File: config.mk
export PLATFORM = sky130hd
export DESIGN_NAME = arm_pose_hold_detector_unit_flat
export DESIGN_NICKNAME = d
export VERILOG_FILES = /design/src/rtl/apphd_pkg.sv /design/src/rtl/apphd_intf.sv /design/src/rtl/apphd_ctrl.sv /design/src/rtl/apphd_dpath.sv /design/src/rtl/arm_pose_hold_detector_unit.sv /design/src/flat_wrapper.sv
export SDC_FILE = /design/constraint.sdc
export NUM_CORES = 2
export LEC_CHECK = 0
export BUFFER_PORTS_ARGS = -buffer_cell sky130_fd_sc_hd__clkbuf_2
export CELL_PAD_IN_SITES_DETAIL_PLACEMENT = 0
export CELL_PAD_IN_SITES_GLOBAL_PLACEMENT = 1
export CORE_MARGIN = 2
export CORE_UTILIZATION = 51
export CTS_CLUSTER_DIAMETER = 30
export CTS_CLUSTER_SIZE = 28
export DETAILED_ROUTE_END_ITERATION = 10
export PLACE_DENSITY_LB_ADDON = 0.1
export SLEW_MARGIN = 20
export SYNTH_ARGS = -nofsm -noshare
export SYNTH_HDL_FRONTEND = slang
export SYNTH_SLANG_ARGS = --single-unit
File: constraint.sdc
create_clock -name clk_i -period 20.1 [get_ports clk_i]
set_clock_uncertainty 0.2 [all_clocks]
set_input_delay 1.005 -clock clk_i [delete_from_list [all_inputs] [get_ports clk_i]]
set_output_delay 1.005 -clock clk_i [all_outputs]
set_load 0.02 [all_outputs]
File: src/rtl/apphd_pkg.sv
// ----------------------------------------------------------------------------
// apphd_pkg: shared types and constants of the arm pose hold detector
// Field widths, register reset values, multiplier operation codes, the
// controller state type and the command and status bundles.
// ----------------------------------------------------------------------------
package apphd_pkg;

  // Payload and register widths
  localparam int unsigned JOINT_W = 48;
  localparam int unsigned LIM_W   = 9;
  localparam int unsigned HOLD_W  = 8;
  localparam int unsigned CNT_W   = 8;
  localparam int unsigned APB_AW  = 3;
  localparam int unsigned APB_DW  = 32;

  // Register reset values
  localparam logic [LIM_W-1:0]  COS_LIMIT_RST   = 9'd77;
  localparam logic [HOLD_W-1:0] HOLD_FRAMES_RST = 8'd5;

  // Register index, taken from paddr bit 2
  localparam logic REG_COS_LIMIT   = 1'b0;
  localparam logic REG_HOLD_FRAMES = 1'b1;

  // Operation issued to the shared multiplier
  typedef enum logic [2:0] {
    OP_LIM2,   // limit squared
    OP_NORM,   // squared length of one vector
    OP_DOT,    // dot product of axis and arm
    OP_QUAD,   // product of the two squared lengths
    OP_LSQ,    // subtract squared dot product, scaled by 2^16
    OP_RLIM    // add length product times limit squared
  } mul_op_e;

  typedef enum logic [3:0] {
    ST_IDLE,
    ST_LIM2,
    ST_NORM,
    ST_DOT,
    ST_QUAD,
    ST_LSQ,
    ST_RLIM,
    ST_DRAIN,
    ST_FINISH
  } ctrl_state_e;

  // Controller to datapath
  typedef struct packed {
    logic      load;
    logic      issue;
    mul_op_e   op;
    logic [1:0] vec;
    logic [1:0] term;
    logic      finish;
  } cmd_t;

  // Datapath to controller
  typedef struct packed {
    logic run;
    logic out_free;
  } sts_t;

endpackage

File: src/rtl/apphd_intf.sv
// ----------------------------------------------------------------------------
// apphd_intf: frame and result channels
// Valid/ready channels carrying one skeleton frame and one detection result.
// ----------------------------------------------------------------------------
interface apphd_in_if;
  logic                          valid;
  logic                          ready;
  logic                          tracking;
  logic                          joints_valid;
  logic [apphd_pkg::JOINT_W-1:0] left_shoulder;
  logic [apphd_pkg::JOINT_W-1:0] left_hand;
  logic [apphd_pkg::JOINT_W-1:0] right_shoulder;
  logic [apphd_pkg::JOINT_W-1:0] right_hand;
  logic [apphd_pkg::JOINT_W-1:0] neck;
  logic [apphd_pkg::JOINT_W-1:0] head;

  modport source (
    output valid, tracking, joints_valid, left_shoulder, left_hand,
           right_shoulder, right_hand, neck, head,
    input  ready
  );
  modport sink (
    input  valid, tracking, joints_valid, left_shoulder, left_hand,
           right_shoulder, right_hand, neck, head,
    output ready
  );
endinterface

interface apphd_out_if;
  logic valid;
  logic ready;
  logic pose_now;
  logic pose_found;
  logic pose_lost;
  logic posing;

  modport source (
    output valid, pose_now, pose_found, pose_lost, posing,
    input  ready
  );
  modport sink (
    input  valid, pose_now, pose_found, pose_lost, posing,
    output ready
  );
endinterface

File: src/rtl/apphd_ctrl.sv
// ----------------------------------------------------------------------------
// apphd_ctrl: sequencer of the pose detector
// Walks one frame through limit squaring, vector lengths, dot products and
// the four perpendicularity tests, one multiplier operation per cycle.
// ----------------------------------------------------------------------------
module apphd_ctrl (
  input  logic              clk_i,
  input  logic              rst_ni,
  input  logic              in_valid_i,
  output logic              in_ready_o,
  input  apphd_pkg::sts_t   sts_i,
  output apphd_pkg::cmd_t   cmd_o
);

  apphd_pkg::ctrl_state_e state_q, state_d;
  logic [1:0] vec_q, vec_d;
  logic [1:0] term_q, term_d;

  // Hold state and step counters
  always_ff @(posedge clk_i or negedge rst_ni) begin
    if (!rst_ni) begin
      state_q <= apphd_pkg::ST_IDLE;
      vec_q   <= '0;
      term_q  <= '0;
    end else begin
      state_q <= state_d;
      vec_q   <= vec_d;
      term_q  <= term_d;
    end
  end

  // Next state
  always_comb begin
    state_d = state_q;
    unique case (state_q)
      apphd_pkg::ST_IDLE: begin
        if (in_valid_i) state_d = apphd_pkg::ST_LIM2;
      end
      apphd_pkg::ST_LIM2: begin
        state_d = sts_i.run ? apphd_pkg::ST_NORM : apphd_pkg::ST_DRAIN;
      end
      apphd_pkg::ST_NORM: begin
        if (term_q == 2'd2 && vec_q == 2'd3) state_d = apphd_pkg::ST_DOT;
      end
      apphd_pkg::ST_DOT: begin
        if (term_q == 2'd2 && vec_q == 2'd3) state_d = apphd_pkg::ST_QUAD;
      end
      apphd_pkg::ST_QUAD: begin
        if (term_q == 2'd3) state_d = apphd_pkg::ST_LSQ;
      end
      apphd_pkg::ST_LSQ: begin
        if (term_q == 2'd3) state_d = apphd_pkg::ST_RLIM;
      end
      apphd_pkg::ST_RLIM: begin
        if (term_q == 2'd3) begin
          state_d = (vec_q == 2'd3) ? apphd_pkg::ST_DRAIN : apphd_pkg::ST_QUAD;
        end
      end
      apphd_pkg::ST_DRAIN: begin
        state_d = apphd_pkg::ST_FINISH;
      end
      apphd_pkg::ST_FINISH: begin
        if (sts_i.out_free) state_d = apphd_pkg::ST_IDLE;
      end
      default: state_d = apphd_pkg::ST_IDLE;
    endcase
  end

  // Advance vector and term counters
  always_comb begin
    vec_d  = vec_q;
    term_d = term_q;
    unique case (state_q)
      apphd_pkg::ST_IDLE: begin
        vec_d  = '0;
        term_d = '0;
      end
      apphd_pkg::ST_NORM, apphd_pkg::ST_DOT: begin
        if (term_q == 2'd2) begin
          term_d = '0;
          vec_d  = vec_q + 2'd1;
        end else begin
          term_d = term_q + 2'd1;
        end
      end
      apphd_pkg::ST_QUAD, apphd_pkg::ST_LSQ: begin
        term_d = term_q + 2'd1;
      end
      apphd_pkg::ST_RLIM: begin
        term_d = term_q + 2'd1;
        if (term_q == 2'd3) vec_d = vec_q + 2'd1;
      end
      default: ;
    endcase
  end

  // Drive commands
  always_comb begin
    cmd_o      = '0;
    cmd_o.vec  = vec_q;
    cmd_o.term = term_q;
    in_ready_o = 1'b0;
    unique case (state_q)
      apphd_pkg::ST_IDLE: begin
        in_ready_o = 1'b1;
        cmd_o.load = in_valid_i;
      end
      apphd_pkg::ST_LIM2: begin
        cmd_o.issue = 1'b1;
        cmd_o.op    = apphd_pkg::OP_LIM2;
      end
      apphd_pkg::ST_NORM: begin
        cmd_o.issue = 1'b1;
        cmd_o.op    = apphd_pkg::OP_NORM;
      end
      apphd_pkg::ST_DOT: begin
        cmd_o.issue = 1'b1;
        cmd_o.op    = apphd_pkg::OP_DOT;
      end
      apphd_pkg::ST_QUAD: begin
        cmd_o.issue = 1'b1;
        cmd_o.op    = apphd_pkg::OP_QUAD;
      end
      apphd_pkg::ST_LSQ: begin
        cmd_o.issue = 1'b1;
        cmd_o.op    = apphd_pkg::OP_LSQ;
      end
      apphd_pkg::ST_RLIM: begin
        cmd_o.issue = 1'b1;
        cmd_o.op    = apphd_pkg::OP_RLIM;
      end
      apphd_pkg::ST_FINISH: begin
        cmd_o.finish = sts_i.out_free;
      end
      default: ;
    endcase
  end

endmodule

File: src/rtl/apphd_dpath.sv
// ----------------------------------------------------------------------------
// apphd_dpath: datapath of the pose detector
// Joint differences, one shared signed multiplier with a shifting
// accumulator, the per-test results, the hold counter and the result register.
// ----------------------------------------------------------------------------
module apphd_dpath #(
  parameter int unsigned COORD_BITS = 16
) (
  input  logic                          clk_i,
  input  logic                          rst_ni,
  input  apphd_pkg::cmd_t               cmd_i,
  output apphd_pkg::sts_t               sts_o,
  input  logic [apphd_pkg::LIM_W-1:0]   cos_limit_i,
  input  logic [apphd_pkg::HOLD_W-1:0]  hold_frames_i,
  input  logic                          tracking_i,
  input  logic                          joints_valid_i,
  input  logic [apphd_pkg::JOINT_W-1:0] left_shoulder_i,
  input  logic [apphd_pkg::JOINT_W-1:0] left_hand_i,
  input  logic [apphd_pkg::JOINT_W-1:0] right_shoulder_i,
  input  logic [apphd_pkg::JOINT_W-1:0] right_hand_i,
  input  logic [apphd_pkg::JOINT_W-1:0] neck_i,
  input  logic [apphd_pkg::JOINT_W-1:0] head_i,
  input  logic                          out_ready_i,
  output logic                          out_valid_o,
  output logic                          pose_now_o,
  output logic                          pose_found_o,
  output logic                          pose_lost_o,
  output logic                          posing_o
);

  // Difference width, chunk width, multiplier and accumulator widths
  localparam int unsigned D      = COORD_BITS + 1;
  localparam int unsigned LIM2_W = 2 * apphd_pkg::LIM_W;
  localparam int unsigned H      = (D > LIM2_W) ? D : LIM2_W;
  localparam int unsigned MW     = H + 1;
  localparam int unsigned PW     = 2 * H + 2;
  localparam int unsigned NW     = 2 * H;
  localparam int unsigned QW     = 4 * H;
  localparam int unsigned ACC_W  = 4 * H + 21;
  localparam int unsigned EXT_W  = (3 * COORD_BITS > apphd_pkg::JOINT_W) ?
                                   3 * COORD_BITS : apphd_pkg::JOINT_W;
  localparam int unsigned CNT_MAX = (1 << apphd_pkg::CNT_W) - 1;

  typedef logic [2:0][D-1:0] vec_t;

  typedef enum logic [2:0] {
    DST_NONE,
    DST_LIM2,
    DST_NORM,
    DST_DOT,
    DST_QUAD,
    DST_PASS
  } dst_e;

  typedef struct packed {
    logic       en;
    logic       clr;
    logic       neg;
    logic       sh16;
    logic [1:0] shc;
    dst_e       dst;
    logic [1:0] vec;
  } acc_ctl_t;

  // Vector from one joint to another, coordinates unpacked and sign extended
  function automatic vec_t diff_of(input logic [apphd_pkg::JOINT_W-1:0] src_j,
                                   input logic [apphd_pkg::JOINT_W-1:0] dst_j);
    logic [EXT_W-1:0]    se;
    logic [EXT_W-1:0]    de;
    logic signed [D-1:0] sc;
    logic signed [D-1:0] dc;
    vec_t                r;
    se = EXT_W'(src_j);
    de = EXT_W'(dst_j);
    for (int i = 0; i < 3; i++) begin
      sc   = D'($signed(se[i*COORD_BITS +: COORD_BITS]));
      dc   = D'($signed(de[i*COORD_BITS +: COORD_BITS]));
      r[i] = dc - sc;
    end
    return r;
  endfunction

  // Vectors: 0 shoulder axis, 1 head axis, 2 left arm, 3 right arm
  vec_t                     diff_q [4];
  logic                     trk_q;
  logic                     vld_q;
  logic [H-1:0]             lim2_q;
  logic [1:0][H-1:0]        nrm_q [4];
  logic [1:0][H-1:0]        dot_q [4];
  logic [3:0][H-1:0]        quad_q;
  logic [3:0]               pass_q;
  logic signed [PW-1:0]     prod_q;
  logic signed [ACC_W-1:0]  acc_q;
  acc_ctl_t                 ctl_q;
  acc_ctl_t                 ctl_d;
  logic signed [MW-1:0]     opa;
  logic signed [MW-1:0]     opb;
  vec_t                     vsel;
  vec_t                     vaxis;
  vec_t                     varm;
  logic [1:0][H-1:0]        naxis;
  logic [1:0][H-1:0]        narm;
  logic [1:0][H-1:0]        dsel;
  logic                     lsq_a_hi;
  logic                     lsq_b_hi;
  logic signed [ACC_W-1:0]  ext;
  logic signed [ACC_W-1:0]  shd;
  logic signed [ACC_W-1:0]  shd16;
  logic signed [ACC_W-1:0]  addend;
  logic signed [ACC_W-1:0]  acc_d;
  logic signed [ACC_W-1:0]  acc_abs;
  logic                     held_q, held_d;
  logic [apphd_pkg::CNT_W-1:0] cnt_q, cnt_d;
  logic                     now_c;
  logic                     found_c;
  logic                     lost_c;
  logic                     out_valid_q;
  logic                     pose_now_q;
  logic                     pose_found_q;
  logic                     pose_lost_q;
  logic                     posing_q;

  // Capture the frame as four difference vectors
  always_ff @(posedge clk_i) begin
    if (cmd_i.load) begin
      diff_q[0] <= diff_of(left_shoulder_i, right_shoulder_i);
      diff_q[1] <= diff_of(neck_i, head_i);
      diff_q[2] <= diff_of(left_shoulder_i, left_hand_i);
      diff_q[3] <= diff_of(right_shoulder_i, right_hand_i);
    end
  end

  always_ff @(posedge clk_i or negedge rst_ni) begin
    if (!rst_ni) begin
      trk_q <= 1'b0;
      vld_q <= 1'b0;
    end else if (cmd_i.load) begin
      trk_q <= tracking_i;
      vld_q <= joints_valid_i;
    end
  end

  // Operand selection: test t pairs axis t[1] with arm t[0]
  always_comb begin
    vsel     = diff_q[cmd_i.vec];
    vaxis    = cmd_i.vec[1] ? diff_q[1] : diff_q[0];
    varm     = cmd_i.vec[0] ? diff_q[2] : diff_q[3];
    naxis    = cmd_i.vec[1] ? nrm_q[1] : nrm_q[0];
    narm     = cmd_i.vec[0] ? nrm_q[2] : nrm_q[3];
    dsel     = dot_q[cmd_i.vec];
    lsq_a_hi = (cmd_i.term == 2'd3);
    lsq_b_hi = (cmd_i.term != 2'd0);
    opa      = '0;
    opb      = '0;
    ctl_d    = '0;
    ctl_d.en  = cmd_i.issue;
    ctl_d.vec = cmd_i.vec;
    unique case (cmd_i.op)
      apphd_pkg::OP_LIM2: begin
        opa       = MW'(cos_limit_i);
        opb       = MW'(cos_limit_i);
        ctl_d.clr = 1'b1;
        ctl_d.dst = DST_LIM2;
      end
      apphd_pkg::OP_NORM: begin
        opa       = MW'($signed(vsel[cmd_i.term]));
        opb       = MW'($signed(vsel[cmd_i.term]));
        ctl_d.clr = (cmd_i.term == 2'd0);
        ctl_d.dst = (cmd_i.term == 2'd2) ? DST_NORM : DST_NONE;
      end
      apphd_pkg::OP_DOT: begin
        opa       = MW'($signed(vaxis[cmd_i.term]));
        opb       = MW'($signed(varm[cmd_i.term]));
        ctl_d.clr = (cmd_i.term == 2'd0);
        ctl_d.dst = (cmd_i.term == 2'd2) ? DST_DOT : DST_NONE;
      end
      apphd_pkg::OP_QUAD: begin
        opa       = MW'(naxis[cmd_i.term[1]]);
        opb       = MW'(narm[cmd_i.term[0]]);
        ctl_d.clr = (cmd_i.term == 2'd0);
        ctl_d.shc = {1'b0, cmd_i.term[1]} + {1'b0, cmd_i.term[0]};
        ctl_d.dst = (cmd_i.term == 2'd3) ? DST_QUAD : DST_NONE;
      end
      apphd_pkg::OP_LSQ: begin
        // cross term taken twice
        opa        = MW'(dsel[lsq_a_hi]);
        opb        = MW'(dsel[lsq_b_hi]);
        ctl_d.clr  = (cmd_i.term == 2'd0);
        ctl_d.neg  = 1'b1;
        ctl_d.sh16 = 1'b1;
        ctl_d.shc  = {1'b0, lsq_a_hi} + {1'b0, lsq_b_hi};
      end
      apphd_pkg::OP_RLIM: begin
        opa       = MW'(quad_q[cmd_i.term]);
        opb       = MW'(lim2_q);
        ctl_d.shc = cmd_i.term;
        ctl_d.dst = (cmd_i.term == 2'd3) ? DST_PASS : DST_NONE;
      end
      default: ;
    endcase
  end

  // Multiply stage
  always_ff @(posedge clk_i) begin
    prod_q <= opa * opb;
  end

  always_ff @(posedge clk_i or negedge rst_ni) begin
    if (!rst_ni) begin
      ctl_q <= '0;
    end else begin
      ctl_q <= ctl_d;
    end
  end

  // Align the product by whole chunks, then negate or add
  always_comb begin
    ext = ACC_W'(prod_q);
    unique case (ctl_q.shc)
      2'd0: shd = ext;
      2'd1: shd = ext <<< H;
      2'd2: shd = ext <<< (2 * H);
      2'd3: shd = ext <<< (3 * H);
      default: shd = ext;
    endcase
    shd16   = ctl_q.sh16 ? (shd <<< 16) : shd;
    addend  = ctl_q.neg ? -shd16 : shd16;
    acc_d   = ctl_q.clr ? addend : acc_q + addend;
    acc_abs = acc_d[ACC_W-1] ? -acc_d : acc_d;
  end

  // Accumulate and write finished sums to their destination
  always_ff @(posedge clk_i) begin
    if (ctl_q.en) begin
      acc_q <= acc_d;
      unique case (ctl_q.dst)
        DST_NONE: ;
        DST_LIM2: lim2_q <= acc_d[H-1:0];
        DST_NORM: nrm_q[ctl_q.vec] <= acc_d[NW-1:0];
        DST_DOT:  dot_q[ctl_q.vec] <= acc_abs[NW-1:0];
        DST_QUAD: quad_q <= acc_d[QW-1:0];
        DST_PASS: pass_q[ctl_q.vec] <= !acc_d[ACC_W-1] && (acc_d != '0);
        default: ;
      endcase
    end
  end

  // Hold counter and pose flag update
  always_comb begin
    now_c   = trk_q & vld_q & (&pass_q);
    held_d  = held_q;
    cnt_d   = cnt_q;
    found_c = 1'b0;
    lost_c  = 1'b0;
    if (trk_q) begin
      if (now_c) begin
        if (cnt_q != apphd_pkg::CNT_W'(CNT_MAX)) cnt_d = cnt_q + 1'b1;
        if (cnt_d > hold_frames_i && !held_q) begin
          held_d  = 1'b1;
          found_c = 1'b1;
        end
      end else if (held_q) begin
        cnt_d  = '0;
        held_d = 1'b0;
        lost_c = 1'b1;
      end
    end
  end

  always_ff @(posedge clk_i or negedge rst_ni) begin
    if (!rst_ni) begin
      held_q      <= 1'b0;
      cnt_q       <= '0;
      out_valid_q <= 1'b0;
    end else begin
      if (cmd_i.finish) begin
        held_q <= held_d;
        cnt_q  <= cnt_d;
      end
      if (cmd_i.finish) begin
        out_valid_q <= 1'b1;
      end else if (out_ready_i) begin
        out_valid_q <= 1'b0;
      end
    end
  end

  // Result register
  always_ff @(posedge clk_i) begin
    if (cmd_i.finish) begin
      pose_now_q   <= now_c;
      pose_found_q <= found_c;
      pose_lost_q  <= lost_c;
      posing_q     <= held_d;
    end
  end

  assign sts_o.run      = trk_q & vld_q;
  assign sts_o.out_free = !out_valid_q || out_ready_i;
  assign out_valid_o    = out_valid_q;
  assign pose_now_o     = pose_now_q;
  assign pose_found_o   = pose_found_q;
  assign pose_lost_o    = pose_lost_q;
  assign posing_o       = posing_q;

endmodule

File: src/rtl/arm_pose_hold_detector_unit.sv
// ----------------------------------------------------------------------------
// arm_pose_hold_detector_unit: arm pose hold detector, top level
// Checks each skeleton frame for both arms held perpendicular to the
// shoulder and head axes and tracks how long the pose is held.
// ----------------------------------------------------------------------------
// One frame is one transaction on in_i and gives one result transaction on
// out_o. A frame is accepted only after the previous one has been worked
// through; an untracked frame or one with invalid joints gets only the
// limit squaring. A tracked frame with valid joints is worked by the single
// shared signed multiplier of (max(COORD_BITS+1, 18)+1) bits, which runs 73
// operations per frame: the limit squared, four squared lengths, four dot
// products and, for each of the four tests, the exact product
// |a|^2*|b|^2*limit^2 against dot^2*2^16 in chunks. A finished result waits
// in its output register, so the next frame is accepted while it is still
// held. cos_limit lies at byte address 0 and hold_frames at 4; write them
// only while the block is idle.
module arm_pose_hold_detector_unit #(
  parameter int unsigned COORD_BITS = 16
) (
  input  logic                         clk_i,
  input  logic                         rst_ni,
  apphd_in_if.sink                     in_i,
  apphd_out_if.source                  out_o,
  input  logic                         psel,
  input  logic                         penable,
  input  logic                         pwrite,
  input  logic [apphd_pkg::APB_AW-1:0] paddr,
  input  logic [apphd_pkg::APB_DW-1:0] pwdata,
  output logic [apphd_pkg::APB_DW-1:0] prdata,
  output logic                         pready
);

  logic [apphd_pkg::LIM_W-1:0]  cos_limit_q;
  logic [apphd_pkg::HOLD_W-1:0] hold_frames_q;
  logic                         cfg_wr;
  apphd_pkg::cmd_t              cmd;
  apphd_pkg::sts_t              sts;

  // Configuration registers
  assign pready = 1'b1;
  assign cfg_wr = psel & penable & pwrite;

  always_ff @(posedge clk_i or negedge rst_ni) begin
    if (!rst_ni) begin
      cos_limit_q   <= apphd_pkg::COS_LIMIT_RST;
      hold_frames_q <= apphd_pkg::HOLD_FRAMES_RST;
    end else if (cfg_wr) begin
      unique case (paddr[2])
        apphd_pkg::REG_COS_LIMIT:   cos_limit_q   <= pwdata[apphd_pkg::LIM_W-1:0];
        apphd_pkg::REG_HOLD_FRAMES: hold_frames_q <= pwdata[apphd_pkg::HOLD_W-1:0];
        default: ;
      endcase
    end
  end

  // Read back
  always_comb begin
    unique case (paddr[2])
      apphd_pkg::REG_COS_LIMIT:   prdata = apphd_pkg::APB_DW'(cos_limit_q);
      apphd_pkg::REG_HOLD_FRAMES: prdata = apphd_pkg::APB_DW'(hold_frames_q);
      default:                    prdata = '0;
    endcase
  end

  // Sequencer
  apphd_ctrl u_ctrl (
    .clk_i      (clk_i),
    .rst_ni     (rst_ni),
    .in_valid_i (in_i.valid),
    .in_ready_o (in_i.ready),
    .sts_i      (sts),
    .cmd_o      (cmd)
  );

  // Arithmetic, hold tracking and result register
  apphd_dpath #(
    .COORD_BITS (COORD_BITS)
  ) u_dpath (
    .clk_i            (clk_i),
    .rst_ni           (rst_ni),
    .cmd_i            (cmd),
    .sts_o            (sts),
    .cos_limit_i      (cos_limit_q),
    .hold_frames_i    (hold_frames_q),
    .tracking_i       (in_i.tracking),
    .joints_valid_i   (in_i.joints_valid),
    .left_shoulder_i  (in_i.left_shoulder),
    .left_hand_i      (in_i.left_hand),
    .right_shoulder_i (in_i.right_shoulder),
    .right_hand_i     (in_i.right_hand),
    .neck_i           (in_i.neck),
    .head_i           (in_i.head),
    .out_ready_i      (out_o.ready),
    .out_valid_o      (out_o.valid),
    .pose_now_o       (out_o.pose_now),
    .pose_found_o     (out_o.pose_found),
    .pose_lost_o      (out_o.pose_lost),
    .posing_o         (out_o.posing)
  );

endmodule
File: src/flat_wrapper.sv
// flat-port wrapper written by rule: the top's interface ports become plain ports
module arm_pose_hold_detector_unit_flat 
#(
  parameter int unsigned COORD_BITS = 16
)
  (clk_i, rst_ni, psel, penable, pwrite, paddr, pwdata, prdata, pready, in_i_valid, in_i_tracking, in_i_joints_valid, in_i_left_shoulder, in_i_left_hand, in_i_right_shoulder, in_i_right_hand, in_i_neck, in_i_head, in_i_ready, out_o_valid, out_o_pose_now, out_o_pose_found, out_o_pose_lost, out_o_posing, out_o_ready);
  apphd_in_if in_i_i ();
  apphd_out_if out_o_i ();
  input  logic clk_i;
  input  logic rst_ni;
  input  logic psel;
  input  logic penable;
  input  logic pwrite;
  input  logic [apphd_pkg::APB_AW-1:0] paddr;
  input  logic [apphd_pkg::APB_DW-1:0] pwdata;
  output logic [apphd_pkg::APB_DW-1:0] prdata;
  output logic pready;
  input wire logic [$bits(in_i_i.valid)-1:0] in_i_valid;
  input wire logic [$bits(in_i_i.tracking)-1:0] in_i_tracking;
  input wire logic [$bits(in_i_i.joints_valid)-1:0] in_i_joints_valid;
  input wire logic [$bits(in_i_i.left_shoulder)-1:0] in_i_left_shoulder;
  input wire logic [$bits(in_i_i.left_hand)-1:0] in_i_left_hand;
  input wire logic [$bits(in_i_i.right_shoulder)-1:0] in_i_right_shoulder;
  input wire logic [$bits(in_i_i.right_hand)-1:0] in_i_right_hand;
  input wire logic [$bits(in_i_i.neck)-1:0] in_i_neck;
  input wire logic [$bits(in_i_i.head)-1:0] in_i_head;
  output wire logic [$bits(in_i_i.ready)-1:0] in_i_ready;
  output wire logic [$bits(out_o_i.valid)-1:0] out_o_valid;
  output wire logic [$bits(out_o_i.pose_now)-1:0] out_o_pose_now;
  output wire logic [$bits(out_o_i.pose_found)-1:0] out_o_pose_found;
  output wire logic [$bits(out_o_i.pose_lost)-1:0] out_o_pose_lost;
  output wire logic [$bits(out_o_i.posing)-1:0] out_o_posing;
  input wire logic [$bits(out_o_i.ready)-1:0] out_o_ready;
  assign in_i_i.valid = in_i_valid;
  assign in_i_i.tracking = in_i_tracking;
  assign in_i_i.joints_valid = in_i_joints_valid;
  assign in_i_i.left_shoulder = in_i_left_shoulder;
  assign in_i_i.left_hand = in_i_left_hand;
  assign in_i_i.right_shoulder = in_i_right_shoulder;
  assign in_i_i.right_hand = in_i_right_hand;
  assign in_i_i.neck = in_i_neck;
  assign in_i_i.head = in_i_head;
  assign in_i_ready = in_i_i.ready;
  assign out_o_valid = out_o_i.valid;
  assign out_o_pose_now = out_o_i.pose_now;
  assign out_o_pose_found = out_o_i.pose_found;
  assign out_o_pose_lost = out_o_i.pose_lost;
  assign out_o_posing = out_o_i.posing;
  assign out_o_i.ready = out_o_ready;
  arm_pose_hold_detector_unit #(.COORD_BITS(COORD_BITS)) u_core (.clk_i(clk_i), .rst_ni(rst_ni), .in_i(in_i_i), .out_o(out_o_i), .psel(psel), .penable(penable), .pwrite(pwrite), .paddr(paddr), .pwdata(pwdata), .prdata(prdata), .pready(pready));
endmodule
## After elaboration in Yosys (flattened, before gate mapping)

Memories as Yosys holds them, arrays and structs flattened.
Cells that the tools add are included.

| word-level totals | value |
|---|---|
| logic and storage cells | 210 |
| memories | 3 |
| RAM bits | 492 |
| register bits | 277 |

Memory list:

| memory | depth | width | rd ports | clocked after Yosys merged registers in | wr ports | RTL line | source |
|---|---|---|---|---|---|---|---|
| u_core.u_dpath.diff_q | 4 | 51 | 5 | 0 | 4 | apphd_dpath.sv:84 | `vec_t diff_q [4];` |
| u_core.u_dpath.dot_q | 4 | 36 | 1 | 0 | 1 | apphd_dpath.sv:89 | `logic [1:0][H-1:0] dot_q [4];` |
| u_core.u_dpath.nrm_q | 4 | 36 | 4 | 0 | 1 | apphd_dpath.sv:88 | `logic [1:0][H-1:0] nrm_q [4];` |

| cells by class | value |
|---|---|
| bitwise operators | 6 |
| multiplexer cells | 78 |
| eq/ne operators | 33 |
| multipliers | 1 |
| $add $sub $neg | 20 |
| reduce and logical (&&, ||, !) cells | 32 |
| magnitude comparators | 8 |

Operator list:

| kind | count |
|---|---|
| $pmux W93 S4 | 1 |
| $mux W93 | 3 |
| $pmux W19 S6 | 2 |
| $sub A16 B16 Y17 | 12 |
| $mux W18 | 9 |
| $mux W36 | 3 |
| $bmux W17 S2 | 3 |
| $mux W51 | 2 |
| $add A93 B93 Y93 | 1 |
| $neg A93 Y93 | 1 |
| $reduce_bool A93 Y1 | 1 |
| $pmux W32 S2 | 1 |
| $mux W17 | 3 |
| $mux W8 | 5 |
| $mul A19 B19 Y38 | 1 |
| $bmux W18 S2 | 1 |
| $neg A36 Y36 | 1 |
| $pmux W4 S9 | 1 |
| $mux W4 | 7 |
| $pmux W4 S6 | 1 |
| $mux W1 | 19 |
| $pmux W2 S3 | 3 |
| $eq A4 B3 Y1 const B | 4 |
| $ne A2 B2 Y1 const B | 8 |
| 39 further kinds | 85 |

## Logic depth before layout (Yosys ltp)

| depth | value |
|---|---|
| word-level depth | 10 |
| gate-level depth with buffers | 41 |
| depth with buffers taken out | 37 |

## By module

Synthesis repeated with hierarchy kept, for this count alone.

| second synthesis, totals | value |
|---|---|
| cell total of the unflattened synthesis | 6,532 |
| area, all modules | 65,669.2 sq um |

Modules (own cells, without submodules):

| module | cells each | area each (sq um) | instances | sequential area each (sq um) |
|---|---|---|---|---|
| apphd_dpath | 6,377 | 63,985.1 | 1 | 21,820.9 |
| arm_pose_hold_detector_unit | 72 | 965.9 | 1 | 432.9 |
| apphd_ctrl | 83 | 718.2 | 1 | 200.2 |

## Worst setup path before layout

No wires, ideal clock.

| path | value |
|---|---|
| kind | reg-to-reg |
| start | reg u_core.u_dpath.ctl_q[10] in the netlist's numbering |
| end | reg u_core.u_dpath.quad_q[0] in the netlist's numbering, enable pin |
| clock period less this slack | 10,151 ps |
| data arrival time | 9,270 ps |
| cell stages (with the launch flop) | 2 |
| setup slack | 9,949 ps |
| setup time | 681 ps |
| cell sequence | dfrtp_1 > nor4bb_1 |

| on the way | value |
|---|---|
| cells in the longest elaborated chain, start to end | 1 |

RTL lines:

| element | RTL line | source |
|---|---|---|
| start, declared | apphd_dpath.sv:94 | `acc_ctl_t ctl_q;` |
| start signal, assigned | apphd_dpath.sv:212 | `ctl_q <= ctl_d;` |
| $reduce_and A2 Y1 (no line) | -- |  |
| end signal, assigned | apphd_dpath.sv:241 | `DST_QUAD: quad_q <= acc_d[QW-1:0];` |
| end, declared | apphd_dpath.sv:90 | `logic [3:0][H-1:0] quad_q;` |

Every way passes these cells.
A chain may end at the register's enable or synchronous reset.

## Worst setup path after layout

| path | value |
|---|---|
| start | reg u_core.u_ctrl.term_q[0] |
| end | reg u_core.u_dpath.prod_q[36] |

| on the way | value |
|---|---|
| cells in the longest elaborated chain, start to end | 5 |
| elaborated cells between the ends (all ways) | 19 |
| those cells by class | 1 x mul; 1 x eq/ne; 16 x mux; 1 x reduce/logical |

RTL lines:

| element | RTL line | source |
|---|---|---|
| start, declared | apphd_ctrl.sv:17 | `logic [1:0] term_q, term_d;` |
| start signal, assigned | apphd_ctrl.sv:28 | `term_q <= term_d;` |
| $eq A2 B2 Y1 / $reduce_bool A2 Y1 (equally long branches) | apphd_dpath.sv:151, apphd_dpath.sv:152 |  |
| $mux W18 (on tied branches) (2 in a row) | apphd_dpath.sv:186, apphd_dpath.sv:187 |  |
| $pmux W19 S6 | apphd_dpath.sv:158 | `unique case (cmd_i.op)` |
| $mul A19 B19 Y38 * | apphd_dpath.sv:205 | `prod_q <= opa * opb;` |
| end signal, assigned | apphd_dpath.sv:205 |  |
| end, declared | apphd_dpath.sv:92 | `logic signed [PW-1:0] prod_q;` |

Every way passes the cells marked *; elsewhere a longest branch is shown, timed or not. The select of a mux whose other input is x is not followed.

==> flow_summary.yaml <==
yosys:
  syn_inst: 6536
  yosys_warnings: 0
  ys_seq_elements: 768
  yosys_most_used_dff: "edfxtp_1"
  synthesis.area_sq_um: 64860
  async_reset_ff_share_pct: 6.120
  seq_area_frac_synth_pct: 34.62
  synth.distinct_cells: 96
  post_synth.cell_area_avg_sq_um: 9.924
  synth_edf_count: 683
min_path:
  hold_class: "in2async"
layout:
  drive_above_1_share_pct: 15.52
  layout_common_cells: "inv_1 (819), nor2_1 (699), edfxtp_1 (683)"
  final_nets: 8030
  area_growth_pct: 15.77
  final_cell_area_sq_um: 75090
  final_common_cell: "inv_1"
sta:
  tightestPinTransition_ns: 1.441
  slew-limit-headroom_pct: 2.910
  hold_viol_final: 0
  fin_ws_ns: 8.466
  finalCriticalPeriod_ns: 11.63
  tns_ns: 0
  holdWs_ns: 0.1461
  timing.final.max_slew_violations: 0
  period_share_pct: 57.88
  rsz0062_at_grt: "false"
  setup_viol: 0
  timing.fmax_mhz: 85.95
worst_setup_path:
  startpoint_type: "flip-flop"
  r2r_start: "u_core.u_ctrl.term_q[0]"
  cp.arrival_ns: 12.07
  r2r_slack_ns: 8.47
  cp.required_ns: 20.54
  r2r-end: "u_core.u_dpath.prod_q[36]"
  setup.worst_path.class: "reg2reg"
  r2r_cells: 36
  slowest_delay_ns: 0.80
  cp_max_fo: 51
  crit_slowest_cell: "buf_4"
  cp-end-kind: "flip-flop"
placed_design:
  dp_hpwl_um: 180000
  port_buffers: 321
  placed_area_sq_um: 68580
  gp_congestion: 1.006
  preCtsSetupSlack_ns: 8.690
route:
  wl_um: 231700
  drc: 0
  vias: 53170
  drt-wirelength-per-cell_um: 26.58
  first_iter_violations: 5816
  final_antenna_net_count: 0
  routed_via_density: 6.099
  first_pass_iters: 7
floorplanning:
  rows: 130
  fp.dieH_um: 360.6
  die_w_um: 360.6
  ios: 371
  coreArea_sq_um: 125900
  start_util_pct: 51.52
  dieArea_sq_um: 130100
global_routing:
  grt_pass1_wl_um: 338300
  antenna_found_initial: 8
  grt_util_all_layers_pct: 35.25
  grt_max_degree: 76
  grt_pass1_vias: 51970
  gr-total-overflow: 0
clock_tree:
  h-tree-depth: 4
  numCtsBuffers: 185
  clkTransAtPathRegs_ns: 0.05
  post_cts_buffers: 0
  ctsResizeCount: 0
  ctsLongestPathBuffers: 3
  clk_latency_ns: 0.80
  cts_root_buf: "clkbuf_16"
  cts_hold_buf: 0
  tritoncts: "done"
  cts_sinks: 768
outcome:
  status: "complete, no violations"
flow_run:
  max_cap_violations: 0
==> routing by layer <==
metal	track usage [%]	part of all wire (%)
met5	0	0.0078
met2	53.81	45
met4	11.34	3.3
met3	9.067	11
met1	49.16	42
==> sequential cells by signal, summed over array words and instances, names as in the netlist, 10 cells and up <==
name,cells
u_core.u_dpath.acc_q,93
u_core.u_dpath.ctl_q,10
u_core.u_dpath.diff_q,204
u_core.u_dpath.dot_q,144
u_core.u_dpath.lim2_q,18
u_core.u_dpath.nrm_q,144
u_core.u_dpath.prod_q,38
u_core.u_dpath.quad_q,72
==> Yosys cell counts, types with 19 or more instances <==
master | instances | area share [%]
a31oi_1 | 30 | 0.29
nand2b_1 | 48 | 0.46
a211oi_1 | 27 | 0.31
nor3b_1 | 21 | 0.24
o21ai_0 | 342 | 2.6
o2111ai_1 | 22 | 0.30
o211ai_1 | 30 | 0.35
nor3_1 | 87 | 0.67
o21bai_1 | 22 | 0.25
or2_2 | 20 | 0.19
nand3_1 | 78 | 0.60
clkbuf_1 | 206 | 1.2
fa_1 | 382 | 12
o31ai_1 | 27 | 0.31
o21a_1 | 42 | 0.49
dfrtp_1 | 41 | 1.6
buf_1 | 37 | 0.21
nor2b_1 | 64 | 0.62
a22oi_1 | 52 | 0.60
nor4_1 | 25 | 0.24
and2_1 | 28 | 0.27
ha_1 | 413 | 8.0
xnor2_1 | 159 | 2.1
and3_1 | 40 | 0.39
nor2_1 | 707 | 4.1
xor2_1 | 90 | 1.2
mux2i_1 | 156 | 2.4
edfxtp_1 | 683 | 32
or3_1 | 19 | 0.18
nand2_1 | 608 | 3.5
a21boi_0 | 118 | 1.4
buf_4 | 32 | 0.37
dfxtp_1 | 38 | 1.2
a21oi_1 | 348 | 2.7
nand4_1 | 56 | 0.54
o22ai_1 | 30 | 0.29
a21o_1 | 76 | 0.88
mux2_2 | 71 | 1.2
mux4_2 | 162 | 5.6
inv_1 | 822 | 4.8
==> logic make-up (layout without fill, tap and decap cells) <==
group / Yosys count / in the layout / share of synthesized area [%]
AOI/OAI and AO/OA: 1357 / 1357 / 13.47
other: 2 / 32 / 0.01158
and+or+nand+nor: 1855 / 1855 / 12.77
buffers and inverters: 1120 / 1622 / 6.722
xor gates and xnor gates: 250 / 250 / 3.387
adders and majority gates: 795 / 795 / 19.76
muxes: 389 / 389 / 9.265
DFF: 768 / 768 / 34.62
==> critical path: cells and delay by family, from the launching register on <==
| kind | cells | cell delay (ns) |
|---|---|---|
| AO/OA/AOI/OAI | 14 | 3.79 |
| XOR/XNOR | 1 | 0.15 |
| adder cells (fa/ha/maj) | 8 | 3.02 |
| buffers and inverters | 8 | 2.22 |
| flip-flops | 1 | 0.69 |
| AND/OR/NAND/NOR | 5 | 1.31 |
==> how the worst max path moves through the flow <==
| stage | slack, ns | start | to | depth (start not counted) |
|---|---|---|---|---|
| after global routing | 8.05 | u_core.u_ctrl.term_q[0] | u_core.u_dpath.prod_q[36] | 32 |
| after CTS | 8.60 | u_core.u_ctrl.term_q[0] | u_core.u_dpath.prod_q[36] | 32 |
| after detailed placement | 8.69 | u_core.u_ctrl.term_q[0] | u_core.u_dpath.prod_q[36] | 32 |
| after floorplan | 9.95 | u_core.u_dpath.ctl_q[10] | u_core.u_dpath.quad_q[0] | 1 |
| final | 8.47 | u_core.u_ctrl.term_q[0] | u_core.u_dpath.prod_q[36] | 36 |
| after global placement | 8.72 | u_core.u_ctrl.term_q[0] | u_core.u_dpath.prod_q[36] | 33 |
==> final cells by class <==
cell class | count | area [sq um]
clock buffers | 205 | 4735
flip-flops and latches | 768 | 22490
well taps | 1650 | 2064
repair buffers | 452 | 2590
fillers | 10860 | 50810
multi-input cells | 4670 | 38360
clock inverters | 139 | 1728
diodes | 8 | 20.02
inverters | 826 | 3109
==> through the flow <==
step / utilization (%) / instances
finish: 59.65 / 8718
floorplan: - / 6558
global route: 59.63 / 8712
global placement: 54.46 / 8365
CTS: 59.60 / 8710
detailed placement: 54.47 / 8366
Power is not shown: default switching activity piles up to over one toggle a cycle in this logic, so the estimate is an artifact.
